`src/rtl/iir_df1_pkg.sv`:
```
// Types and constants of the direct form I IIR filter.
// Depends on nothing; used by the interfaces, the filter and its checker.
package iir_df1_pkg;

  localparam int SAMPLE_W    = 16;
  localparam int COEF_W      = 24;
  localparam int ORDER_W     = 4;
  localparam int KIND_W      = 2;
  localparam int CFG_IDX_W   = 2;
  localparam int PROD_W      = SAMPLE_W + COEF_W;
  localparam int FRAC_SHIFT  = 18;
  localparam int RND_HALF    = 2 ** (FRAC_SHIFT - 1);
  localparam int SAMPLE_MAX  = 32767;
  localparam int SAMPLE_MIN  = -32768;

  typedef enum logic [KIND_W-1:0] {
    KIND_SAMPLE  = 2'd0,
    KIND_LOAD_FB = 2'd1,
    KIND_LOAD_FF = 2'd2
  } kind_e;

  typedef enum logic [CFG_IDX_W-1:0] {
    CFG_FB_ORDER = 2'd0,
    CFG_FF_ORDER = 2'd1
  } cfg_reg_e;

  typedef enum logic [2:0] {
    S_IDLE,
    S_MAC,
    S_ADD,
    S_RND,
    S_SAT
  } state_e;

endpackage

```
`src/rtl/iir_df1_if.sv`:
```
// Valid/ready channel interfaces of the direct form I IIR filter.
// Depends on iir_df1_pkg for the field widths.
interface iir_df1_in_if;
  logic                                       valid;
  logic                                       ready;
  logic        [iir_df1_pkg::KIND_W-1:0]      kind;
  logic        [iir_df1_pkg::ORDER_W-1:0]     coef_index;
  logic signed [iir_df1_pkg::COEF_W-1:0]      coef_value;
  logic signed [iir_df1_pkg::SAMPLE_W-1:0]    sample;

  modport source (output valid, kind, coef_index, coef_value, sample, input ready);
  modport sink (input valid, kind, coef_index, coef_value, sample, output ready);
endinterface

interface iir_df1_out_if;
  logic                                       valid;
  logic                                       ready;
  logic signed [iir_df1_pkg::SAMPLE_W-1:0]    filtered;
  logic                                       clipped;

  modport source (output valid, filtered, clipped, input ready);
  modport sink (input valid, filtered, clipped, output ready);
endinterface

interface iir_df1_cfg_if;
  logic                                       valid;
  logic                                       ready;
  logic [iir_df1_pkg::CFG_IDX_W-1:0]          index;
  logic [iir_df1_pkg::ORDER_W-1:0]            data;

  modport source (output valid, index, data, input ready);
  modport sink (input valid, index, data, output ready);
endinterface

```
`src/rtl/iir_filter_direct_form_one.sv`:
```
// Direct form I IIR filter with one shared 16 x 24 bit multiplier.
// Items are taken only in idle. A load item or an unused kind leaves the sequencer idle. A sample
// item runs through the states MAC, ADD, RND and SAT; its result enters the output register as it
// retires from SAT, and only then is the next item taken: the multiplier serves one tap a cycle.
// Reset clears both orders, all coefficients and both delay lines to zero.
// Depends on iir_df1_pkg and the channel interfaces in iir_df1_if.sv.
module iir_filter_direct_form_one #(
  parameter int MAX_ORDER = 8
) (
  input  logic         clk_i,
  input  logic         rst_ni,
  iir_df1_cfg_if.sink  cfg_i,
  iir_df1_in_if.sink   in_i,
  iir_df1_out_if.source out_o
);
  import iir_df1_pkg::*;

  // Width of a clamped order, of a table index and of the tap counter. The accumulator holds
  // the exact sum of up to 2 * MAX_ORDER + 1 full products.
  localparam int OW    = $clog2(MAX_ORDER + 1);
  localparam int IW    = (MAX_ORDER > 1) ? $clog2(MAX_ORDER) : 1;
  localparam int TW    = $clog2(2 * MAX_ORDER + 1);
  localparam int ACC_W = PROD_W + $clog2(2 * MAX_ORDER + 2);
  localparam int RW    = ACC_W - FRAC_SHIFT;

  localparam logic signed [RW-1:0] SAT_HI = RW'(SAMPLE_MAX);
  localparam logic signed [RW-1:0] SAT_LO = RW'(SAMPLE_MIN);

  state_e state_q, state_d;

  logic [ORDER_W-1:0] fb_order_q, ff_order_q;

  // Coefficient tables. The feedforward tap on the current sample at the top position of the
  // table is kept apart, so that the array itself never exceeds MAX_ORDER entries.
  logic signed [COEF_W-1:0]   fb_coef_q [MAX_ORDER];
  logic signed [COEF_W-1:0]   ff_coef_q [MAX_ORDER];
  logic signed [COEF_W-1:0]   ff_top_q;

  // Delay lines: entry d holds the value delayed by d + 1 samples.
  logic signed [SAMPLE_W-1:0] xh_q [MAX_ORDER];
  logic signed [SAMPLE_W-1:0] yh_q [MAX_ORDER];

  logic signed [SAMPLE_W-1:0] x_q;
  logic [OW-1:0]              na_q, nb_q;
  logic [OW-1:0]              na_clamp, nb_clamp;
  logic [TW-1:0]              term_q;
  logic [TW-1:0]              term_last;

  logic signed [SAMPLE_W-1:0] op_a;
  logic signed [COEF_W-1:0]   op_b;
  logic                       op_sub;
  logic [TW-1:0]              hist_idx, coef_idx;

  logic signed [PROD_W-1:0]   prod_q;
  logic                       prod_vld_q, prod_sub_q;
  logic signed [ACC_W-1:0]    acc_q;
  logic signed [RW-1:0]       rnd_q;

  logic signed [SAMPLE_W-1:0] sat_val;
  logic                       sat_clip;
  logic signed [SAMPLE_W-1:0] filtered_q;
  logic                       clipped_q;
  logic                       out_vld_q;

  logic                       in_xfer, sample_xfer, issue, retire;
  logic [IW+ORDER_W-1:0]      load_idx;

  // ------------------------------------------------------------------------------------------
  // Handshakes. The input side is open only while the sequencer idles; the output register
  // parts the two sides, so a new sample may start while the last result still waits.
  // ------------------------------------------------------------------------------------------
  assign cfg_i.ready  = 1'b1;
  assign in_i.ready   = (state_q == S_IDLE);
  assign in_xfer      = in_i.valid && in_i.ready;
  assign sample_xfer  = in_xfer && (in_i.kind == KIND_SAMPLE);
  assign out_o.valid  = out_vld_q;
  assign out_o.filtered = filtered_q;
  assign out_o.clipped  = clipped_q;

  // A result can be retired into the output register once that register is free or is being
  // emptied in the same cycle.
  assign retire = (state_q == S_SAT) && (!out_vld_q || out_o.ready);
  assign issue  = (state_q == S_MAC);

  // Orders above the table depth count as the full depth.
  assign na_clamp = (32'(fb_order_q) > MAX_ORDER) ? OW'(MAX_ORDER) : OW'(fb_order_q);
  assign nb_clamp = (32'(ff_order_q) > MAX_ORDER) ? OW'(MAX_ORDER) : OW'(ff_order_q);
  assign term_last = TW'(na_q) + TW'(nb_q);

  assign load_idx = (IW + ORDER_W)'(in_i.coef_index);

  // ------------------------------------------------------------------------------------------
  // Configuration registers.
  // ------------------------------------------------------------------------------------------
  always_ff @(posedge clk_i or negedge rst_ni) begin
    if (!rst_ni) begin
      fb_order_q <= '0;
      ff_order_q <= '0;
    end else if (cfg_i.valid) begin
      unique case (cfg_reg_e'(cfg_i.index))
        CFG_FB_ORDER: fb_order_q <= cfg_i.data;
        CFG_FF_ORDER: ff_order_q <= cfg_i.data;
        default: ;
      endcase
    end
  end

  // ------------------------------------------------------------------------------------------
  // Coefficient loads. A position beyond the table is dropped without a result.
  // ------------------------------------------------------------------------------------------
  always_ff @(posedge clk_i or negedge rst_ni) begin
    if (!rst_ni) begin
      for (int i = 0; i < MAX_ORDER; i++) begin
        fb_coef_q[i] <= '0;
        ff_coef_q[i] <= '0;
      end
      ff_top_q <= '0;
    end else if (in_xfer) begin
      unique case (kind_e'(in_i.kind))
        KIND_LOAD_FB: begin
          if (32'(in_i.coef_index) < MAX_ORDER) begin
            fb_coef_q[load_idx[IW-1:0]] <= in_i.coef_value;
          end
        end
        KIND_LOAD_FF: begin
          if (32'(in_i.coef_index) < MAX_ORDER) begin
            ff_coef_q[load_idx[IW-1:0]] <= in_i.coef_value;
          end else if (32'(in_i.coef_index) == MAX_ORDER) begin
            ff_top_q <= in_i.coef_value;
          end
        end
        default: ;
      endcase
    end
  end

  // ------------------------------------------------------------------------------------------
  // Sequencer. Tap 0 is the current sample against the feedforward coefficient at position
  // nb. Taps 1 to na walk the feedback table from the oldest coefficient, paired with the
  // output delay line from its deepest used entry; the remaining nb taps do the same for the
  // feedforward table and the input delay line. Each multiply is registered and added in the
  // following cycle, so the ADD state drains the last product before rounding.
  // ------------------------------------------------------------------------------------------
  always_ff @(posedge clk_i or negedge rst_ni) begin
    if (!rst_ni) begin
      state_q <= S_IDLE;
    end else begin
      state_q <= state_d;
    end
  end

  always_comb begin
    state_d = state_q;
    unique case (state_q)
      S_IDLE: begin
        if (sample_xfer) begin
          state_d = S_MAC;
        end
      end
      S_MAC: begin
        if (term_q == term_last) begin
          state_d = S_ADD;
        end
      end
      S_ADD: state_d = S_RND;
      S_RND: state_d = S_SAT;
      S_SAT: begin
        if (retire) begin
          state_d = S_IDLE;
        end
      end
      default: state_d = S_IDLE;
    endcase
  end

  // Per-sample operands: the orders are frozen for the whole sample.
  always_ff @(posedge clk_i or negedge rst_ni) begin
    if (!rst_ni) begin
      term_q <= '0;
      na_q   <= '0;
      nb_q   <= '0;
    end else if (sample_xfer) begin
      term_q <= '0;
      na_q   <= na_clamp;
      nb_q   <= nb_clamp;
    end else if (issue) begin
      term_q <= term_q + TW'(1);
    end
  end

  always_ff @(posedge clk_i) begin
    if (sample_xfer) begin
      x_q <= in_i.sample;
    end
  end

  // Operand selection for the current tap.
  always_comb begin
    op_a     = x_q;
    op_b     = ff_top_q;
    op_sub   = 1'b0;
    hist_idx = '0;
    coef_idx = '0;
    if (term_q == '0) begin
      coef_idx = TW'(nb_q);
      if (nb_q == OW'(MAX_ORDER)) begin
        op_b = ff_top_q;
      end else begin
        op_b = ff_coef_q[coef_idx[IW-1:0]];
      end
    end else if (term_q <= TW'(na_q)) begin
      hist_idx = TW'(na_q) - term_q;
      coef_idx = term_q - TW'(1);
      op_a     = yh_q[hist_idx[IW-1:0]];
      op_b     = fb_coef_q[coef_idx[IW-1:0]];
      op_sub   = 1'b1;
    end else begin
      hist_idx = term_last - term_q;
      coef_idx = term_q - TW'(na_q) - TW'(1);
      op_a     = xh_q[hist_idx[IW-1:0]];
      op_b     = ff_coef_q[coef_idx[IW-1:0]];
    end
  end

  // The shared multiplier and its product register.
  always_ff @(posedge clk_i) begin
    prod_q <= op_a * op_b;
  end

  always_ff @(posedge clk_i or negedge rst_ni) begin
    if (!rst_ni) begin
      prod_vld_q <= 1'b0;
      prod_sub_q <= 1'b0;
    end else begin
      prod_vld_q <= issue;
      prod_sub_q <= op_sub;
    end
  end

  // Exact accumulation of the products.
  always_ff @(posedge clk_i) begin
    if (sample_xfer) begin
      acc_q <= '0;
    end else if (prod_vld_q) begin
      if (prod_sub_q) begin
        acc_q <= acc_q - ACC_W'(prod_q);
      end else begin
        acc_q <= acc_q + ACC_W'(prod_q);
      end
    end
  end

  // Round half towards plus infinity, then drop the fraction below Q1.15.
  always_ff @(posedge clk_i) begin
    if (state_q == S_RND) begin
      rnd_q <= RW'((acc_q + ACC_W'(RND_HALF)) >>> FRAC_SHIFT);
    end
  end

  // Saturation to the sample range.
  always_comb begin
    sat_val  = rnd_q[SAMPLE_W-1:0];
    sat_clip = 1'b0;
    if (rnd_q > SAT_HI) begin
      sat_val  = SAMPLE_W'(SAMPLE_MAX);
      sat_clip = 1'b1;
    end else if (rnd_q < SAT_LO) begin
      sat_val  = SAMPLE_W'(SAMPLE_MIN);
      sat_clip = 1'b1;
    end
  end

  // ------------------------------------------------------------------------------------------
  // Retirement: the delay lines always shift their full depth, whatever the orders, so that
  // a raised order later sees the true older samples. The saturated output is what is kept.
  // ------------------------------------------------------------------------------------------
  always_ff @(posedge clk_i or negedge rst_ni) begin
    if (!rst_ni) begin
      for (int i = 0; i < MAX_ORDER; i++) begin
        xh_q[i] <= '0;
        yh_q[i] <= '0;
      end
    end else if (retire) begin
      for (int i = MAX_ORDER - 1; i > 0; i--) begin
        xh_q[i] <= xh_q[i-1];
        yh_q[i] <= yh_q[i-1];
      end
      xh_q[0] <= x_q;
      yh_q[0] <= sat_val;
    end
  end

  always_ff @(posedge clk_i) begin
    if (retire) begin
      filtered_q <= sat_val;
      clipped_q  <= sat_clip;
    end
  end

  always_ff @(posedge clk_i or negedge rst_ni) begin
    if (!rst_ni) begin
      out_vld_q <= 1'b0;
    end else if (retire) begin
      out_vld_q <= 1'b1;
    end else if (out_o.ready) begin
      out_vld_q <= 1'b0;
    end
  end

endmodule

```
`src/flat_wrapper.sv`:
```
// flat-port wrapper written by rule: the top's interface ports become plain ports
module iir_filter_direct_form_one_flat import iir_df1_pkg::*;
#(
  parameter int MAX_ORDER = 8
)
  (clk_i, rst_ni, cfg_i_valid, cfg_i_index, cfg_i_data, cfg_i_ready, in_i_valid, in_i_kind, in_i_coef_index, in_i_coef_value, in_i_sample, in_i_ready, out_o_valid, out_o_filtered, out_o_clipped, out_o_ready);
  iir_df1_cfg_if cfg_i_i ();
  iir_df1_in_if in_i_i ();
  iir_df1_out_if out_o_i ();
  input  logic clk_i;
  input  logic rst_ni;
  input wire logic [$bits(cfg_i_i.valid)-1:0] cfg_i_valid;
  input wire logic [$bits(cfg_i_i.index)-1:0] cfg_i_index;
  input wire logic [$bits(cfg_i_i.data)-1:0] cfg_i_data;
  output wire logic [$bits(cfg_i_i.ready)-1:0] cfg_i_ready;
  input wire logic [$bits(in_i_i.valid)-1:0] in_i_valid;
  input wire logic [$bits(in_i_i.kind)-1:0] in_i_kind;
  input wire logic [$bits(in_i_i.coef_index)-1:0] in_i_coef_index;
  input wire logic [$bits(in_i_i.coef_value)-1:0] in_i_coef_value;
  input wire logic [$bits(in_i_i.sample)-1:0] in_i_sample;
  output wire logic [$bits(in_i_i.ready)-1:0] in_i_ready;
  output wire logic [$bits(out_o_i.valid)-1:0] out_o_valid;
  output wire logic [$bits(out_o_i.filtered)-1:0] out_o_filtered;
  output wire logic [$bits(out_o_i.clipped)-1:0] out_o_clipped;
  input wire logic [$bits(out_o_i.ready)-1:0] out_o_ready;
  assign cfg_i_i.valid = cfg_i_valid;
  assign cfg_i_i.index = cfg_i_index;
  assign cfg_i_i.data = cfg_i_data;
  assign cfg_i_ready = cfg_i_i.ready;
  assign in_i_i.valid = in_i_valid;
  assign in_i_i.kind = in_i_kind;
  assign in_i_i.coef_index = in_i_coef_index;
  assign in_i_i.coef_value = in_i_coef_value;
  assign in_i_i.sample = in_i_sample;
  assign in_i_ready = in_i_i.ready;
  assign out_o_valid = out_o_i.valid;
  assign out_o_filtered = out_o_i.filtered;
  assign out_o_clipped = out_o_i.clipped;
  assign out_o_i.ready = out_o_ready;
  iir_filter_direct_form_one #(.MAX_ORDER(MAX_ORDER)) u_core (.clk_i(clk_i), .rst_ni(rst_ni), .cfg_i(cfg_i_i), .in_i(in_i_i), .out_o(out_o_i));
endmodule
```
`config.mk`:
```
export PLATFORM = sky130hd
export DESIGN_NAME = iir_filter_direct_form_one_flat
export DESIGN_NICKNAME = d
export VERILOG_FILES = /design/src/rtl/iir_df1_pkg.sv /design/src/rtl/iir_df1_if.sv /design/src/rtl/iir_filter_direct_form_one.sv /design/src/flat_wrapper.sv
export SDC_FILE = /design/constraint.sdc
export NUM_CORES = 2
export LEC_CHECK = 0
export BUFFER_PORTS_ARGS = -buffer_cell sky130_fd_sc_hd__clkbuf_2
export CAP_MARGIN = 20
export CORE_UTILIZATION = 45
export DETAILED_ROUTE_END_ITERATION = 10
export PLACE_DENSITY = 0.67
export SLEW_MARGIN = 30
export SYNTH_ARGS = -nofsm -noshare
export SYNTH_HDL_FRONTEND = slang
export SYNTH_SLANG_ARGS = --single-unit
export TNS_END_PERCENT = 10
```
`constraint.sdc`:
```
create_clock -name clk_i -period 12.7 [get_ports clk_i]
set_input_delay 0 -clock clk_i [delete_from_list [all_inputs] [get_ports clk_i]]
set_output_delay 0 -clock clk_i [all_outputs]
set_load 0.03 [all_outputs]
```
==> summary by stage <==
Run status
The run finished with clean final reports.

CTS
In this run the clock root is driven by a clkbuf_16. The count of H-tree levels built during CTS is 3. The clock tree from TritonCTS is yes. Counting every sink on the clock net gives 836. The post-CTS resize count is 0. The clock network latency to the later pin of the worst-skew pair is 0.70 ns. The post-CTS clock slew at the launch and capture registers of the worst setup and hold paths is around 0.06 ns.

Buffers inserted during clock tree synthesis total between 80 and 90. The maximum root-to-sink buffer count is 3. The count of hold-fix buffers inserted at cts is 65. The total setup buffers inserted after CTS is 0.

Logic synthesis
Counting flops with a built-in enable in the synthesized netlist gives 60. The mean area per synthesized cell is between 10 and 15 sq um. The synthesis warning total is 0. Of the synthesized area, sequential elements account for between 30 and 40%. The number of nets in the synthesized netlist is 5789. The leading register cell type out of synthesis is dfrtp_1.

The mapped netlist covers 0.0551 sq mm. The async set-or-reset flop fraction in the synthesized netlist is roughly 83%. The number of storage elements in the synthesis netlist is about 840. The number of cells produced by synthesis is about 5200. The netlist uses 84 different library cells.

Layout
After the last flow step, the layout net total stands at 5803. After the flow finishes, the layout carries non-filler instances totaling just under 7000. Relative to the synthesized area, the layout overhead comes to 10.3%.

Cells fill between 40% and 50% of the core in the end. The library cells used most frequently in the layout, excluding fill and tap cells, are nand2_1, dfrtp_1, inv_1. The fraction of final layout cells sized beyond drive strength 1 is 18.9%.

Leaving out fill and tap cells, the most frequent cell in the layout is nand2_1. The layout has roughly 11000 filler cells.

Setup path
The worst register-to-register path has a setup slack of 2.47 ns. The worst setup path is of the reg2reg kind. The kind of start point of the critical path is a flop. At the worst endpoint, the required time is 13.31 ns. Of all nets on the critical path, the largest fanout is 25. The most common cell type on the critical path is fa_1. The largest stage delay on the critical path is a little over 0.8 ns. For the worst setup path, the data arrival time is roughly 11 ns. STA classifies the critical path endpoint as a flop.

The cell type of the slowest stage on the worst timing path is o21ai_2.

Detailed routing
In the routed layout, each cell is associated on average with a via count of 5.50. For this block, the initial DRC count from the detailed router was 2766. The sum of routed wire length over all layers is roughly 140 mm. The antenna violation net count after detailed routing is 0. The average wire length per cell after detail routing is 19.8 um. The number of search-and-repair iterations in the first detailed-routing pass is 6. The number of design rule violations left after detail routing is 0.

The routed layout has roughly 38000 vias.

STA
The measured slew at the worst slew-check pin is 1.04 ns. Clock skew on the completed layout was measured at 0.0190 ns. The relative max-transition margin is a little under a third. In the final timing run, aggregate negative setup slack is 0 ns. Counting I/O delays and the setup requirement, the final critical path takes between 10 and 15 ns. Setup violations remaining at the end of the flow were counted as 0. The worst path uses approximately 81% of the clock period. The count of pins over their slew limit came to 0. The number of failing hold endpoints at the final stage was 0. Setup repair after global routing left no endpoint under its margin.

The timing-limited maximum frequency is between 0.09 and 0.1 GHz.

Global routing
The global-route usage over all layers is a little under a quarter. The first global-routing pass estimated 219 mm of wire. The residual overflow from global routing is 0.

The number of antenna violations at the first check in global routing is 2. The maximum number of pins on one net before global-route repair is approximately 180. The via count of the first global-routing pass came to roughly 39000.

Die
The die area is 0.124 sq mm. The die outline width is 352 um. The vertical extent of the die is 352 um. The initial utilization of the core area, before any placement, comes to a little under half. The number of primary I/O pins is between 70 and 80. The placement row count is about 130. The floorplan step defined a core boundary enclosing ~0.12 sq mm.

Hold path
The path class of the tightest hold or removal check is in2reg.

Placement
The final weighted congestion in routability-driven placement is 0.899. In this run the tool buffered the top-level ports with 75 buffer cells. In this run, placement finished with an instance count of ~6700. Detailed placement ended at an HPWL of 93.0 mm.

Flow run
The number of maximum-capacitance constraint violations is 0.
[metal layers]
layer	track usage [%]	wire length [um]	share of wire, %
met5	0	80	0.059
met3	5.37	9790	7.2
met2	36.6	64300	47
met4	6.66	3420	2.5
met1	30.5	59100	43
[per-stage QoR]
step | worst slack, ns | instance area (sq um) | hold slack, ns
after floorplan | 3.38 | 55100 | -0.296
after global placement | 2.50 | 57100 | 0.0618
after detailed placement | 2.44 | 57200 | 0.0656
after CTS | 2.43 | 60700 | 0.000554
after global routing | 1.99 | 60800 | 0.0164
final | 2.47 | 60800 | 0.0343
[cells in the mapped netlist, drive strengths merged (53+ instances only)]
| cell type | instances | area [sq um] |
|---|---|---|
| buf | 71 | 352 |
| clkbuf | 221 | 832 |
| a21o | 53 | 398 |
| xnor2 | 118 | 1040 |
| dfrtp | 691 | 17300 |
| mux2 | 434 | 4890 |
| mux4 | 201 | 4530 |
| mux2i | 74 | 741 |
| a21oi | 109 | 572 |
| ha | 161 | 2010 |
| nor2 | 243 | 912 |
| nand2 | 1163 | 4370 |
| and2 | 75 | 469 |
| fa | 379 | 7590 |
| dfxtp | 85 | 1700 |
| edfxtp | 60 | 1800 |
| nand3 | 82 | 410 |
| inv | 489 | 1840 |
| o21ai | 87 | 435 |
[cell families (layout without fill, tap and decap cells)]
logic type	count (synthesis)	in the layout	synth area share, %
AND/OR/NAND/NOR	1754	1754	13.6
flip-flops	836	836	37.7
buffers and inverters	783	858	5.49
multiplexers	709	709	18.4
adder cells (fa/ha/maj)	540	540	17.4
AO/OA/AOI/OAI	412	412	4.83
XOR/XNOR	157	157	2.51
other	1	3	0.00681
[area by class of cell]
| type | count | area, sq um | share of cell area, % |
|---|---|---|---|
| Inverter | 491 | 1850 | 3.05 |
| Tap cell | 1625 | 2030 | 3.35 |
| Timing Repair Buffer | 216 | 1710 | 2.81 |
| Sequential cell | 836 | 20800 | 34.2 |
| Multi-Input combinational cell | 3573 | 31500 | 51.9 |
| Antenna cell | 2 | 5.00 | 0.00824 |
| Clock inverter | 18 | 282 | 0.463 |
| Clock buffer | 133 | 2570 | 4.22 |
[state kept, by name, indices dropped and copies added (netlist names)]
register and flops:
u_core.fb_order_q 4, u_core.ff_order_q 4, u_core.state_q 3, u_core.rnd_q 27, u_core.out_o.clipped 1, u_core.na_q 4
u_core.prod_vld_q 1, u_core.prod_q 40, u_core.xh_q 128, u_core.ff_coef_q 192, u_core.term_q 5, u_core.ff_top_q 24
u_core.prod_sub_q 1, u_core.yh_q 128, u_core.acc_q 45, u_core.x_q 16, u_core.nb_q 4, u_core.out_o.valid 1
u_core.fb_coef_q 192, u_core.out_o.filtered 16
[worst paths after layout]
check | start | end | cells past startpoint
hold reg to reg | u_core.yh_q[6] | u_core.yh_q[6] | 2
hold / removal | in_i_sample[11] | u_core.x_q[11] | 2
setup reg to reg | u_core.nb_q[0] | u_core.prod_q[38] | 33
min in group asynchronous | rst_ni | u_core.xh_q[40] | 4
max in group asynchronous | rst_ni | u_core.fb_coef_q[117] | 5
setup / recovery | u_core.nb_q[0] | u_core.prod_q[38] | 33
[worst max-delay path: cells and delay by family (launching register included)]
| family | cells | cell delay [ns] |
|---|---|---|
| mux | 2 | 0.41 |
| compound gates | 11 | 2.72 |
| flops | 1 | 0.69 |
| buf+inv | 7 | 0.80 |
| fa+ha+maj | 10 | 5.08 |
| xor+xnor | 1 | 0.14 |
| simple gates | 2 | 0.28 |
Power is left out: the tool's default activity adds up to more than one toggle a clock period on the data nets, which glitch-free logic cannot reach.
